[config.mk]
export PLATFORM = sky130hd
export DESIGN_NAME = ata_pio_sector_sequencer_unit
export DESIGN_NICKNAME = d
export VERILOG_FILES = /design/src/hw/rtl/apss_pkg.sv /design/src/hw/rtl/ata_pio_sector_sequencer_unit.sv
export VERILOG_INCLUDE_DIRS = /design/src /design/src/hw/rtl
export SDC_FILE = /design/constraint.sdc
export NUM_CORES = 1
export LEC_CHECK = 0
export BUFFER_PORTS_ARGS = -buffer_cell sky130_fd_sc_hd__buf_2
export CAP_MARGIN = 25
export CORE_UTILIZATION = 48
export CTS_BUF_LIST = sky130_fd_sc_hd__clkbuf_2 sky130_fd_sc_hd__clkbuf_4 sky130_fd_sc_hd__clkbuf_8
export CTS_CLUSTER_DIAMETER = 120
export DETAILED_ROUTE_END_ITERATION = 8
export PLACE_DENSITY = 0.67
export SETUP_SLACK_MARGIN = 0.1
export SLEW_MARGIN = 20
export SYNTH_ARGS = -nofsm -noshare
export SYNTH_HDL_FRONTEND = slang
export SYNTH_SLANG_ARGS = --single-unit
[constraint.sdc]
create_clock -name clock -period 9.96 [get_ports clock]
set_input_delay 0.996 -clock clock [delete_from_list [all_inputs] [get_ports clock]]
set_output_delay 0.996 -clock clock [all_outputs]
set_load 0.02 [all_outputs]
[src/hw/rtl/ata_pio_sector_sequencer_unit_defines.svh]
// assertion macros for the ata pio sector sequencer
// used by ata_pio_sector_sequencer_unit; expects clock and reset in scope
`ifndef ATA_PIO_SECTOR_SEQUENCER_UNIT_DEFINES_SVH
`define ATA_PIO_SECTOR_SEQUENCER_UNIT_DEFINES_SVH

// check that is off while reset is high
`define APSS_CHECK(lbl, prop, msg) \
   lbl: assert property (@(posedge clock) disable iff (reset) prop) else $error(msg);

// check that also holds during reset
`define APSS_CHECK_ALWAYS(lbl, prop, msg) \
   lbl: assert property (@(posedge clock) prop) else $error(msg);

`endif

[src/hw/rtl/apss_pkg.sv]
// types, codes and helpers for the ata pio sector sequencer
// no dependencies; imported by ata_pio_sector_sequencer_unit
package apss_pkg;

   localparam int WORDS_PER_SECTOR = 256;
   localparam int DELAY_READS      = 4;
   localparam int MAX_RES          = 6;
   localparam int CNT_W            = $clog2(MAX_RES + 1);
   localparam int WORD_W           = $clog2(WORDS_PER_SECTOR + 1);
   localparam int DELAY_W          = $clog2(DELAY_READS + 1);
   localparam int POLL_W           = 20;

   localparam logic [POLL_W-1:0] POLL_LIMIT_RESET = 20'd100000;

   // input kinds
   localparam logic [1:0] KIND_CMD   = 2'd0;
   localparam logic [1:0] KIND_RESP  = 2'd1;
   localparam logic [1:0] KIND_WDATA = 2'd2;

   // command ops
   localparam logic [1:0] OP_READ  = 2'd0;
   localparam logic [1:0] OP_WRITE = 2'd1;
   localparam logic [1:0] OP_FLUSH = 2'd2;

   // result kinds
   localparam logic [1:0] OUT_BUS_READ  = 2'd0;
   localparam logic [1:0] OUT_BUS_WRITE = 2'd1;
   localparam logic [1:0] OUT_HOST      = 2'd2;
   localparam logic [1:0] OUT_DONE      = 2'd3;

   // task file registers
   localparam logic [3:0] REG_DATA   = 4'd0;
   localparam logic [3:0] REG_ERROR  = 4'd1;
   localparam logic [3:0] REG_COUNT  = 4'd2;
   localparam logic [3:0] REG_LBA0   = 4'd3;
   localparam logic [3:0] REG_LBA1   = 4'd4;
   localparam logic [3:0] REG_LBA2   = 4'd5;
   localparam logic [3:0] REG_DRIVE  = 4'd6;
   localparam logic [3:0] REG_CMD    = 4'd7;
   localparam logic [3:0] REG_ALT    = 4'd8;
   localparam logic [3:0] REG_NONE   = 4'd0;

   // done codes
   localparam logic [1:0] DONE_OK    = 2'd0;
   localparam logic [1:0] DONE_IO    = 2'd1;
   localparam logic [1:0] DONE_PARAM = 2'd2;

   // config register indexes
   localparam logic CSR_DEVICE_PRESENT = 1'b0;
   localparam logic CSR_POLL_LIMIT     = 1'b1;

   // status bits and register values
   localparam int ST_BSY  = 7;
   localparam int ST_DRDY = 6;
   localparam int ST_DRQ  = 3;
   localparam int ST_ERR  = 0;

   localparam logic [7:0] SEL_MASTER = 8'hA0;
   localparam logic [7:0] SEL_SLAVE  = 8'hB0;
   localparam logic [7:0] LBA_MODE   = 8'h40;
   localparam logic [7:0] ATA_READ   = 8'h20;
   localparam logic [7:0] ATA_WRITE  = 8'h30;
   localparam logic [7:0] ATA_FLUSH  = 8'hE7;

   typedef enum logic [4:0] {
      PH_IDLE,
      PH_RDY_BSY,
      PH_RDY_DRDY,
      PH_SEL_DELAY,
      PH_CMD_DELAY,
      PH_DRQ_BSY,
      PH_DRQ_WAIT,
      PH_RD_DATA,
      PH_WR_DATA,
      PH_WR_BSY,
      PH_STAT,
      PH_ERRREG,
      PH_FL_BSY,
      PH_FL_DRDY,
      PH_FL_SEL_DELAY,
      PH_FL_CMD_DELAY,
      PH_FL_END_BSY,
      PH_FL_END_DRDY
   } phase_type;

   typedef struct packed {
      logic [1:0]  kind;
      logic [1:0]  op;
      logic [27:0] lba;
      logic [7:0]  count;
      logic        use_slave;
      logic [15:0] value;
   } req_type;

   typedef struct packed {
      logic [1:0]  out_kind;
      logic [3:0]  reg_select;
      logic [15:0] out_data;
      logic [1:0]  done_code;
      logic        last;
   } rsp_type;

   function automatic rsp_type make_rsp(input logic [1:0] knd, input logic [3:0] sel,
                                        input logic [15:0] data, input logic [1:0] code);
      rsp_type r;
      r.out_kind   = knd;
      r.reg_select = sel;
      r.out_data   = data;
      r.done_code  = code;
      r.last       = 1'b0;
      return r;
   endfunction

   function automatic rsp_type bus_read(input logic [3:0] sel);
      return make_rsp(OUT_BUS_READ, sel, 16'h0000, DONE_OK);
   endfunction

   function automatic rsp_type bus_write(input logic [3:0] sel, input logic [7:0] byte_val);
      return make_rsp(OUT_BUS_WRITE, sel, {8'h00, byte_val}, DONE_OK);
   endfunction

   function automatic rsp_type cmd_done(input logic [1:0] code, input logic [7:0] err_val);
      return make_rsp(OUT_DONE, REG_NONE, {8'h00, err_val}, code);
   endfunction

endpackage

[src/hw/rtl/ata_pio_sector_sequencer_unit.sv]
// ata pio lba28 read, write and flush sequencer over a task-file bus
// depends on apss_pkg and ata_pio_sector_sequencer_unit_defines.svh
`include "ata_pio_sector_sequencer_unit_defines.svh"

// An accepted item waits in an input register until the queue is free, then
// the sequencer decodes it against the current phase and loads all of its
// results (zero to six) into a result queue at once; the queue hands them out
// one per cycle while rsp_ready is high, the last one flagged. A new item is
// taken every cycle as long as each item causes at most one result and
// rsp_ready stays high: host write words flow at one per cycle. An item with
// several results holds the next item until its last result is taken, as the
// result port moves one result per cycle. Every bus read result must be answered by
// one read-response item before the sequence goes on. There is no clearing pass after reset.
module ata_pio_sector_sequencer_unit (
   input  logic                      clock,
   input  logic                      reset,
   input  logic                      req_valid,
   output logic                      req_ready,
   input  apss_pkg::req_type         req_data,
   output logic                      rsp_valid,
   input  logic                      rsp_ready,
   output apss_pkg::rsp_type         rsp_data,
   input  logic                      csr_we,
   input  logic                      csr_index,
   input  logic [19:0]               csr_wdata
);
   import apss_pkg::*;

   // config
   logic                 device_present_ff;
   logic [POLL_W-1:0]    poll_limit_ff;

   // input stage
   logic                 in_valid_ff, in_valid_in;
   req_type              in_ff;

   // sequencer state
   phase_type            phase_ff, phase_in;
   logic [POLL_W-1:0]    poll_count_ff, poll_count_in;
   logic [1:0]           cmd_op_ff, cmd_op_in;
   logic [27:0]          target_lba_ff, target_lba_in;
   logic [7:0]           sectors_left_ff, sectors_left_in;
   logic [WORD_W-1:0]    word_index_ff, word_index_in;
   logic [DELAY_W-1:0]   delay_count_ff, delay_count_in;
   logic                 drive_is_slave_ff, drive_is_slave_in;

   // result queue
   rsp_type              res_ff [MAX_RES];
   rsp_type              res_in [MAX_RES];
   logic [CNT_W-1:0]     cnt_ff, cnt_in;
   rsp_type              lst_c  [MAX_RES];
   logic [CNT_W-1:0]     num_c;

   logic                 q_free;
   logic                 proc_fire;
   logic [7:0]           st;
   logic [POLL_W-1:0]    lim;
   logic                 lim_hit;
   logic                 bsy_go, drdy_go;
   logic                 delay_more;
   logic [WORD_W-1:0]    wi_inc;
   logic                 wi_more;
   logic                 sect_more;
   logic                 op_bad;
   logic [7:0]           sel_byte;

   // handshake
   assign q_free    = (cnt_ff == '0) || ((cnt_ff == CNT_W'(1)) && rsp_ready);
   assign proc_fire = in_valid_ff && q_free;
   assign req_ready = !in_valid_ff || q_free;
   assign rsp_valid = (cnt_ff != '0);
   assign rsp_data  = res_ff[0];

   // shared decode terms
   assign st         = in_ff.value[7:0];
   assign lim        = (poll_limit_ff == '0) ? POLL_W'(1) : poll_limit_ff;
   assign lim_hit    = (poll_count_ff >= lim);
   assign bsy_go     = !st[ST_BSY] || lim_hit;
   assign drdy_go    = st[ST_DRDY] || lim_hit;
   assign delay_more = (delay_count_ff < DELAY_W'(DELAY_READS));
   assign wi_inc     = word_index_ff + WORD_W'(1);
   assign wi_more    = (wi_inc < WORD_W'(WORDS_PER_SECTOR));
   assign sect_more  = (sectors_left_ff != 8'd1);
   assign op_bad     = (in_ff.op != OP_READ) && (in_ff.op != OP_WRITE)
                       && (in_ff.op != OP_FLUSH);
   assign sel_byte   = drive_is_slave_ff ? SEL_SLAVE : SEL_MASTER;

   always_comb begin
      in_valid_in = in_valid_ff;
      if (req_valid && req_ready) begin
         in_valid_in = 1'b1;
      end else if (proc_fire) begin
         in_valid_in = 1'b0;
      end
   end

   // next state
   always_comb begin
      phase_in          = phase_ff;
      poll_count_in     = poll_count_ff;
      cmd_op_in         = cmd_op_ff;
      target_lba_in     = target_lba_ff;
      sectors_left_in   = sectors_left_ff;
      word_index_in     = word_index_ff;
      delay_count_in    = delay_count_ff;
      drive_is_slave_in = drive_is_slave_ff;
      if (proc_fire) begin
         case (in_ff.kind)
            KIND_CMD: begin
               if (phase_ff == PH_IDLE && device_present_ff && !op_bad
                   && !(in_ff.op != OP_FLUSH && in_ff.count == 8'd0)) begin
                  cmd_op_in         = in_ff.op;
                  target_lba_in     = in_ff.lba;
                  sectors_left_in   = in_ff.count;
                  drive_is_slave_in = in_ff.use_slave;
                  word_index_in     = '0;
                  poll_count_in     = POLL_W'(1);
                  phase_in          = (in_ff.op == OP_FLUSH) ? PH_FL_BSY : PH_RDY_BSY;
               end
            end
            KIND_WDATA: begin
               if (phase_ff == PH_WR_DATA) begin
                  word_index_in = wi_inc;
                  if (!wi_more) begin
                     phase_in      = PH_WR_BSY;
                     poll_count_in = POLL_W'(1);
                  end
               end
            end
            KIND_RESP: begin
               case (phase_ff)
                  PH_RDY_BSY, PH_DRQ_BSY, PH_FL_BSY, PH_FL_END_BSY: begin
                     if (bsy_go) begin
                        poll_count_in = POLL_W'(1);
                        case (phase_ff)
                           PH_RDY_BSY: phase_in = PH_RDY_DRDY;
                           PH_DRQ_BSY: phase_in = PH_DRQ_WAIT;
                           PH_FL_BSY:  phase_in = PH_FL_DRDY;
                           default:    phase_in = PH_FL_END_DRDY;
                        endcase
                     end else begin
                        poll_count_in = poll_count_ff + POLL_W'(1);
                     end
                  end
                  PH_RDY_DRDY, PH_FL_DRDY: begin
                     if (drdy_go) begin
                        delay_count_in = DELAY_W'(1);
                        phase_in = (phase_ff == PH_RDY_DRDY) ? PH_SEL_DELAY : PH_FL_SEL_DELAY;
                     end else begin
                        poll_count_in = poll_count_ff + POLL_W'(1);
                     end
                  end
                  PH_SEL_DELAY, PH_FL_SEL_DELAY: begin
                     if (delay_more) begin
                        delay_count_in = delay_count_ff + DELAY_W'(1);
                     end else begin
                        delay_count_in = DELAY_W'(1);
                        phase_in = (phase_ff == PH_SEL_DELAY) ? PH_CMD_DELAY : PH_FL_CMD_DELAY;
                     end
                  end
                  PH_CMD_DELAY, PH_FL_CMD_DELAY: begin
                     if (delay_more) begin
                        delay_count_in = delay_count_ff + DELAY_W'(1);
                     end else begin
                        poll_count_in = POLL_W'(1);
                        phase_in = (phase_ff == PH_CMD_DELAY) ? PH_DRQ_BSY : PH_FL_END_BSY;
                     end
                  end
                  PH_DRQ_WAIT: begin
                     if (st[ST_DRQ]) begin
                        word_index_in = '0;
                        phase_in = (cmd_op_ff == OP_WRITE) ? PH_WR_DATA : PH_RD_DATA;
                     end else if (st[ST_ERR] || lim_hit) begin
                        phase_in = PH_IDLE;
                     end else begin
                        poll_count_in = poll_count_ff + POLL_W'(1);
                     end
                  end
                  PH_RD_DATA: begin
                     word_index_in = wi_inc;
                     if (!wi_more) begin
                        phase_in = PH_STAT;
                     end
                  end
                  PH_WR_BSY: begin
                     if (bsy_go) begin
                        phase_in = PH_STAT;
                     end else begin
                        poll_count_in = poll_count_ff + POLL_W'(1);
                     end
                  end
                  PH_STAT: begin
                     if (st[ST_ERR]) begin
                        phase_in = PH_ERRREG;
                     end else begin
                        sectors_left_in = sectors_left_ff - 8'd1;
                        if (sect_more) begin
                           poll_count_in = POLL_W'(1);
                           phase_in      = PH_DRQ_BSY;
                        end else if (cmd_op_ff == OP_WRITE && device_present_ff) begin
                           poll_count_in = POLL_W'(1);
                           phase_in      = PH_FL_BSY;
                        end else begin
                           phase_in = PH_IDLE;
                        end
                     end
                  end
                  PH_ERRREG: begin
                     phase_in = PH_IDLE;
                  end
                  PH_FL_END_DRDY: begin
                     if (drdy_go) begin
                        phase_in = PH_IDLE;
                     end else begin
                        poll_count_in = poll_count_ff + POLL_W'(1);
                     end
                  end
                  default: begin
                  end
               endcase
            end
            default: begin
            end
         endcase
      end
   end

   // results of the item in the input register
   always_comb begin
      for (int i = 0; i < MAX_RES; i++) begin
         lst_c[i] = bus_read(REG_NONE);
      end
      num_c = '0;
      case (in_ff.kind)
         KIND_CMD: begin
            if (phase_ff == PH_IDLE) begin
               if (!device_present_ff || op_bad) begin
                  lst_c[0] = cmd_done(DONE_PARAM, 8'h00);
               end else if (in_ff.op != OP_FLUSH && in_ff.count == 8'd0) begin
                  lst_c[0] = cmd_done(DONE_OK, 8'h00);
               end else begin
                  lst_c[0] = bus_read(REG_CMD);
               end
               num_c = CNT_W'(1);
            end
         end
         KIND_WDATA: begin
            if (phase_ff == PH_WR_DATA) begin
               lst_c[0] = make_rsp(OUT_BUS_WRITE, REG_DATA, in_ff.value, DONE_OK);
               num_c    = CNT_W'(1);
               if (!wi_more) begin
                  lst_c[1] = bus_read(REG_CMD);
                  num_c    = CNT_W'(2);
               end
            end
         end
         KIND_RESP: begin
            case (phase_ff)
               PH_RDY_BSY, PH_DRQ_BSY, PH_FL_BSY, PH_FL_END_BSY, PH_WR_BSY: begin
                  lst_c[0] = bus_read(REG_CMD);
                  num_c    = CNT_W'(1);
               end
               PH_RDY_DRDY, PH_FL_DRDY: begin
                  if (drdy_go) begin
                     if (phase_ff == PH_RDY_DRDY) begin
                        lst_c[0] = bus_write(REG_DRIVE,
                                             sel_byte | LBA_MODE | {4'h0, target_lba_ff[27:24]});
                     end else begin
                        lst_c[0] = bus_write(REG_DRIVE, sel_byte);
                     end
                     lst_c[1] = bus_read(REG_ALT);
                     num_c    = CNT_W'(2);
                  end else begin
                     lst_c[0] = bus_read(REG_CMD);
                     num_c    = CNT_W'(1);
                  end
               end
               PH_SEL_DELAY: begin
                  if (delay_more) begin
                     lst_c[0] = bus_read(REG_ALT);
                     num_c    = CNT_W'(1);
                  end else begin
                     lst_c[0] = bus_write(REG_COUNT, sectors_left_ff);
                     lst_c[1] = bus_write(REG_LBA0, target_lba_ff[7:0]);
                     lst_c[2] = bus_write(REG_LBA1, target_lba_ff[15:8]);
                     lst_c[3] = bus_write(REG_LBA2, target_lba_ff[23:16]);
                     lst_c[4] = bus_write(REG_CMD,
                                          (cmd_op_ff == OP_WRITE) ? ATA_WRITE : ATA_READ);
                     lst_c[5] = bus_read(REG_ALT);
                     num_c    = CNT_W'(6);
                  end
               end
               PH_FL_SEL_DELAY: begin
                  if (delay_more) begin
                     lst_c[0] = bus_read(REG_ALT);
                     num_c    = CNT_W'(1);
                  end else begin
                     lst_c[0] = bus_write(REG_CMD, ATA_FLUSH);
                     lst_c[1] = bus_read(REG_ALT);
                     num_c    = CNT_W'(2);
                  end
               end
               PH_CMD_DELAY, PH_FL_CMD_DELAY: begin
                  lst_c[0] = delay_more ? bus_read(REG_ALT) : bus_read(REG_CMD);
                  num_c    = CNT_W'(1);
               end
               PH_DRQ_WAIT: begin
                  if (st[ST_DRQ]) begin
                     if (cmd_op_ff != OP_WRITE) begin
                        lst_c[0] = bus_read(REG_DATA);
                        num_c    = CNT_W'(1);
                     end
                  end else if (st[ST_ERR] || lim_hit) begin
                     lst_c[0] = cmd_done(DONE_IO, 8'h00);
                     num_c    = CNT_W'(1);
                  end else begin
                     lst_c[0] = bus_read(REG_CMD);
                     num_c    = CNT_W'(1);
                  end
               end
               PH_RD_DATA: begin
                  lst_c[0] = make_rsp(OUT_HOST, REG_NONE, in_ff.value, DONE_OK);
                  lst_c[1] = wi_more ? bus_read(REG_DATA) : bus_read(REG_CMD);
                  num_c    = CNT_W'(2);
               end
               PH_STAT: begin
                  if (st[ST_ERR]) begin
                     lst_c[0] = bus_read(REG_ERROR);
                  end else if (sect_more || (cmd_op_ff == OP_WRITE && device_present_ff)) begin
                     lst_c[0] = bus_read(REG_CMD);
                  end else begin
                     lst_c[0] = cmd_done(DONE_OK, 8'h00);
                  end
                  num_c = CNT_W'(1);
               end
               PH_ERRREG: begin
                  lst_c[0] = cmd_done(DONE_IO, st);
                  num_c    = CNT_W'(1);
               end
               PH_FL_END_DRDY: begin
                  lst_c[0] = drdy_go ? cmd_done(DONE_OK, 8'h00) : bus_read(REG_CMD);
                  num_c    = CNT_W'(1);
               end
               default: begin
               end
            endcase
         end
         default: begin
         end
      endcase
      if (num_c != '0) begin
         lst_c[num_c - CNT_W'(1)].last = 1'b1;
      end
   end

   // result queue: load on decode, shift on take
   always_comb begin
      res_in = res_ff;
      cnt_in = cnt_ff;
      if (proc_fire) begin
         res_in = lst_c;
         cnt_in = num_c;
      end else if (rsp_valid && rsp_ready) begin
         for (int i = 0; i < MAX_RES - 1; i++) begin
            res_in[i] = res_ff[i + 1];
         end
         cnt_in = cnt_ff - CNT_W'(1);
      end
   end

   always_ff @(posedge clock) begin
      if (reset) begin
         device_present_ff <= 1'b0;
         poll_limit_ff     <= POLL_LIMIT_RESET;
         in_valid_ff       <= 1'b0;
         phase_ff          <= PH_IDLE;
         poll_count_ff     <= '0;
         cmd_op_ff         <= '0;
         target_lba_ff     <= '0;
         sectors_left_ff   <= '0;
         word_index_ff     <= '0;
         delay_count_ff    <= '0;
         drive_is_slave_ff <= 1'b0;
         cnt_ff            <= '0;
      end else begin
         if (csr_we) begin
            case (csr_index)
               CSR_DEVICE_PRESENT: device_present_ff <= csr_wdata[0];
               CSR_POLL_LIMIT:     poll_limit_ff     <= csr_wdata[POLL_W-1:0];
               default: begin
               end
            endcase
         end
         in_valid_ff       <= in_valid_in;
         phase_ff          <= phase_in;
         poll_count_ff     <= poll_count_in;
         cmd_op_ff         <= cmd_op_in;
         target_lba_ff     <= target_lba_in;
         sectors_left_ff   <= sectors_left_in;
         word_index_ff     <= word_index_in;
         delay_count_ff    <= delay_count_in;
         drive_is_slave_ff <= drive_is_slave_in;
         cnt_ff            <= cnt_in;
      end
   end

   always_ff @(posedge clock) begin
      if (req_valid && req_ready) begin
         in_ff <= req_data;
      end
      res_ff <= res_in;
   end

   // a decoded item with results shows a result next cycle
   `APSS_CHECK(a_load_shows, proc_fire && (num_c != '0) |=> rsp_valid, "results lost on load")
   // command done always closes its item and leaves the sequencer idle
   `APSS_CHECK(a_done_idle, rsp_valid && (rsp_data.out_kind == OUT_DONE) |-> rsp_data.last && (phase_ff == PH_IDLE), "done result while busy")
   // word counter stays inside the sector while moving data
   `APSS_CHECK(a_word_range, (phase_ff == PH_RD_DATA) || (phase_ff == PH_WR_DATA) |-> word_index_ff < WORD_W'(WORDS_PER_SECTOR), "word index past sector")
   // a held input item means results are still queued
   `APSS_CHECK_ALWAYS(a_hold_queued, !reset && in_valid_ff && !req_ready |-> cnt_ff != '0, "input stalled with empty queue")

endmodule
==> impl_metrics.toml <==
[outcome]
status = "complete, no violations"

[grt]
grt_pass1_vias = 8421
grt_max_degree = 93
antenna_found_initial = 0
overflow = 0
track_usage = 0.229
grt_pass1_wl_um = 44000

[worst_hold_path]
hp-class = "flip-flop to flip-flop"
min_path_cells = 2
hp-start = "delay_count_ff[1]$_SDFFE_PP0P_"
hold_path_end = "delay_count_ff[1]$_SDFFE_PP0P_"

[placed_design]
hpwl_um = 18900
port-buffer-count = 109
post-place-ws_ns = 5.29
place.gp.congestion = 0.960

[die]
io_pins = 110
die-area_sq_mm = 0.0242
die-width_um = 155
start_util = 0.495
fp-row-count = 55
dieHeight_um = 155
coreArea_sq_mm = 0.0228

[yosys]
synth_top_area_frac = 0.337
yosysWarnings = 0
async_flop_share = 0
synth_edf_count = 127
synth_top_area_cell = "edfxtp_1"
yosysSeqAreaShare = 0.516
synth_area_per_cell_sq_um = 9.65
netlist_area_sq_mm = 0.0113
syn_inst = 1171
synth_fp_nets = 1289
synth.distinct_cells = 82
synthTopCellsByArea = "edfxtp_1 34%, dfxtp_1 18%, nand2_1 5.9%, a21oi_1 5.0%, ha_1 3.9%"
synth-seq-cells = 228
yosys_most_used_dff = "edfxtp_1"

[route]
firstDrtPassIters = 5
ant_nets = 0
postRouteWirelength_um = 27300
vias_per_cell = 5.64
via_count = 8934
drtIter0Drc = 874
remaining_drc_errors = 0
post_drt_wl_per_cell_um = 17.2

[timing]
rsz0062_at_grt = "false"
postLayoutSetupSlackWorst_ns = 5.22
fin_crit_sh = 0.476
finalSetupTns_ns = 0
fmax_mhz = 211
slew_headroom = 0.340
worst_slew_pin_slew_ns = 0.989
finalSetupViolCount = 0
holdWs_ns = 0.457
slew_viol_final = 0
finalClockSkew_ns = 0.0245
period_needed_ns = 4.74
hold_viol = 0

[worst_setup_path]
arrival_ns = 5.14
worstPathCellList = "nor4_1 -> nand4_1 -> o41ai_1 -> ha_1 -> nor2b_1 -> o21ai_0 -> a221oi_2 -> o211ai_1 -> o211a_1 -> o31ai_1 -> inv_2 -> ha_1 -> nor3_1 -> a21oi_1 -> nor2_1 -> a32o_1"
required_ns = 10.36
cp-end-kind = "flip-flop"
timing.rr.start = "poll_limit_ff[5]$_SDFFE_PP1P_"
worstSetupStartpointType = "flip-flop"
crit_top_cell = "ha_1"
r2r_end = "res_ff[75]$_DFFE_PP_"
critPathMaxFanout = 7
cp.buffers_inverters = 1
critPathMaxStageDelay_ns = 0.55
slowest_stage = "o31ai_1"
reg2reg_slack_ns = 5.22
crit_family = "compound AO/OA/AOI/OAI gates"
rr_worst_depth = 16
criticalPathCategory = "flip-flop to flip-flop"

[clock_network]
clk_pin_slew_worst_paths_ns = 0.06
clock-root-buffer = "clkbuf_8"
clock_latency_ns = 0.55
cts_buffer_depth = 3
htreeDepth = 2
postCtsResizedCells = 0
numCtsBuffers = 39
numClockSinks = 228
cts_setup_buffers = 0
cts_tree = "yes"
holdBufCountCts = 0

[layout]
nets = 1360
fill_cells = 2063
drive_above_1_share = 0.168
antenna_cells = 0
fin_util = 0.556
syn2layout_area_growth_pct = 12.5

[power_and_ir_drop]
power_density_mw_per_mm2 = 214
p_seq_frac = 0.473
combPwrFrac = 0.214
peakVddDrop_mv = 0.139
p_int_mw = 1.89
power_mw = 2.72
power.switching_mw = 0.830
p_clk_frac = 0.313
p_leak_nw = 4.77
p_sw_frac = 0.305

[job]
drv_cap = 0
==> power groups by stage <==
stage          clock [mW]  sequential [mW]  combinational [mW]
2_1_floorplan           0             1.29               0.462
3_3_place_gp            0             1.30               0.572
3_5_place_dp            0             1.31               0.581
4_1_cts             0.877             1.29               0.583
5_1_grt             0.918             1.30               0.638
6_report            0.853             1.29               0.582
==> metal layers <==
layer / global-route usage / wire length [um]
met1: 0.327 / 12600
met2: 0.357 / 12400
met3: 0.0407 / 1910
met4: 0.0658 / 346
met5: 0 / 0
==> cell usage in the layout, fill, tap and decap left out, types with 8 or more instances in the layout <==
master      n
a22oi_1    12
a211oi_1   16
xor2_1      8
nor2b_1    11
dfxtp_1   101
o32ai_1     8
mux2i_1    10
a21oi_1   111
nand2b_1    9
a22o_1     17
nor4_1      9
clkbuf_8   40
ha_1       35
inv_1      55
a221o_1     9
buf_2     108
nor2_1     75
nand2_1   177
nor3_1     15
and2_1     18
nand3_1    27
buf_4      13
edfxtp_1  127
a21o_1      8
and3_1     15
clkbuf_4   16
o21ai_1    18
o211ai_1    8
a221oi_1    8
o21ai_0    37
nand4_1    15
nand3b_1    8
==> per-stage QoR <==
step	std cells	instance area, sq um
final	1585	12700
after global routing	1585	12700
after CTS	1585	12700
after detailed placement	1514	11900
after global placement	1513	11900
after floorplan	1171	11300
==> state kept, by name, summed over array words and instances (netlist names) <==
register / cells
cmd_op_ff: 2
cnt_ff: 3
delay_count_ff: 3
device_present_ff: 1
drive_is_slave_ff: 1
in_ff: 57
in_valid_ff: 1
phase_ff: 5
poll_count_ff: 20
poll_limit_ff: 20
res_ff: 45
rsp_data: 25
sectors_left_ff: 8
target_lba_ff: 28
word_index_ff: 9
==> worst register-to-register path: stages (launching register included) <==
cell      delay [ns]
dfxtp_1         0.33
nor4_1          0.35
nand4_1         0.13
o41ai_1         0.41
ha_1            0.32
nor2b_1         0.10
o21ai_0         0.10
a221oi_2        0.49
o211ai_1        0.37
o211a_1         0.37
o31ai_1         0.55
inv_2           0.14
ha_1            0.27
nor3_1          0.17
a21oi_1         0.06
nor2_1          0.21
a32o_1          0.21
==> worst max-delay path by stage <==
stage,to,cells after the start,start,slack [ns]
6_report,res_ff[75]$_DFFE_PP_,16,poll_limit_ff[5]$_SDFFE_PP1P_,5.22
5_1_grt,res_ff[50]$_DFFE_PP_,16,poll_limit_ff[4]$_SDFFE_PP0P_,4.99
4_1_cts,res_ff[75]$_DFFE_PP_,16,poll_limit_ff[4]$_SDFFE_PP0P_,5.29
3_5_place_dp,res_ff[75]$_DFFE_PP_,16,poll_limit_ff[4]$_SDFFE_PP0P_,5.29
3_3_place_gp,rsp_data[0]$_DFFE_PP_,16,poll_limit_ff[4]$_SDFFE_PP0P_,5.40
2_1_floorplan,in_ff[0]$_DFFE_PP_,3,rsp_ready,5.49
==> cell usage after synthesis (5+ instances only) <==
| cell type | n |
|---|---|
| o32ai_1 | 8 |
| o22ai_1 | 7 |
| a211oi_1 | 16 |
| o21ai_1 | 18 |
| nor4_1 | 9 |
| and3_1 | 15 |
| o211ai_1 | 8 |
| nand4_1 | 15 |
| and2_1 | 18 |
| nand2_1 | 177 |
| nor2b_1 | 11 |
| mux2i_1 | 10 |
| dfxtp_1 | 101 |
| o21a_1 | 6 |
| buf_2 | 6 |
| a32o_1 | 5 |
| or3_1 | 6 |
| a22o_1 | 17 |
| a221oi_1 | 8 |
| nor2_1 | 75 |
| nor3b_1 | 7 |
| ha_1 | 35 |
| a22oi_1 | 12 |
| edfxtp_1 | 127 |
| inv_1 | 55 |
| o21ai_0 | 37 |
| xor2_1 | 8 |
| nand3b_1 | 8 |
| a21o_1 | 8 |
| a221o_1 | 9 |
| a31oi_1 | 7 |
| clkbuf_1 | 56 |
| nand3_1 | 28 |
| nand2b_1 | 9 |
| nor3_1 | 16 |
| a21oi_1 | 112 |
| or2_2 | 5 |
| buf_4 | 26 |
==> cell type report <==
| type | instances | area (sq um) | area share |
|---|---|---|---|
| Clock buffer | 56 | 671 | 0.0528 |
| Sequential cell | 228 | 5840 | 0.459 |
| Clock inverter | 15 | 123 | 0.00964 |
| Timing Repair Buffer | 122 | 653 | 0.0514 |
| Inverter | 56 | 210 | 0.0165 |
| Tap cell | 313 | 392 | 0.0308 |
| Multi-Input combinational cell | 795 | 4830 | 0.380 |
==> cell families (layout without fill, tap and decap cells) <==
kind of cell,count (synthesis),count (layout),synth area share
AO/OA/AOI/OAI,312,312,0.183
XOR/XNOR,11,11,0.00853
AND/OR/NAND/NOR,425,425,0.184
adder cells (fa/ha/maj),35,35,0.0388
flip-flops,228,228,0.516
buffers and inverters,148,249,0.0585
multiplexers,12,12,0.0109
(Power assumes the default switching activity.)
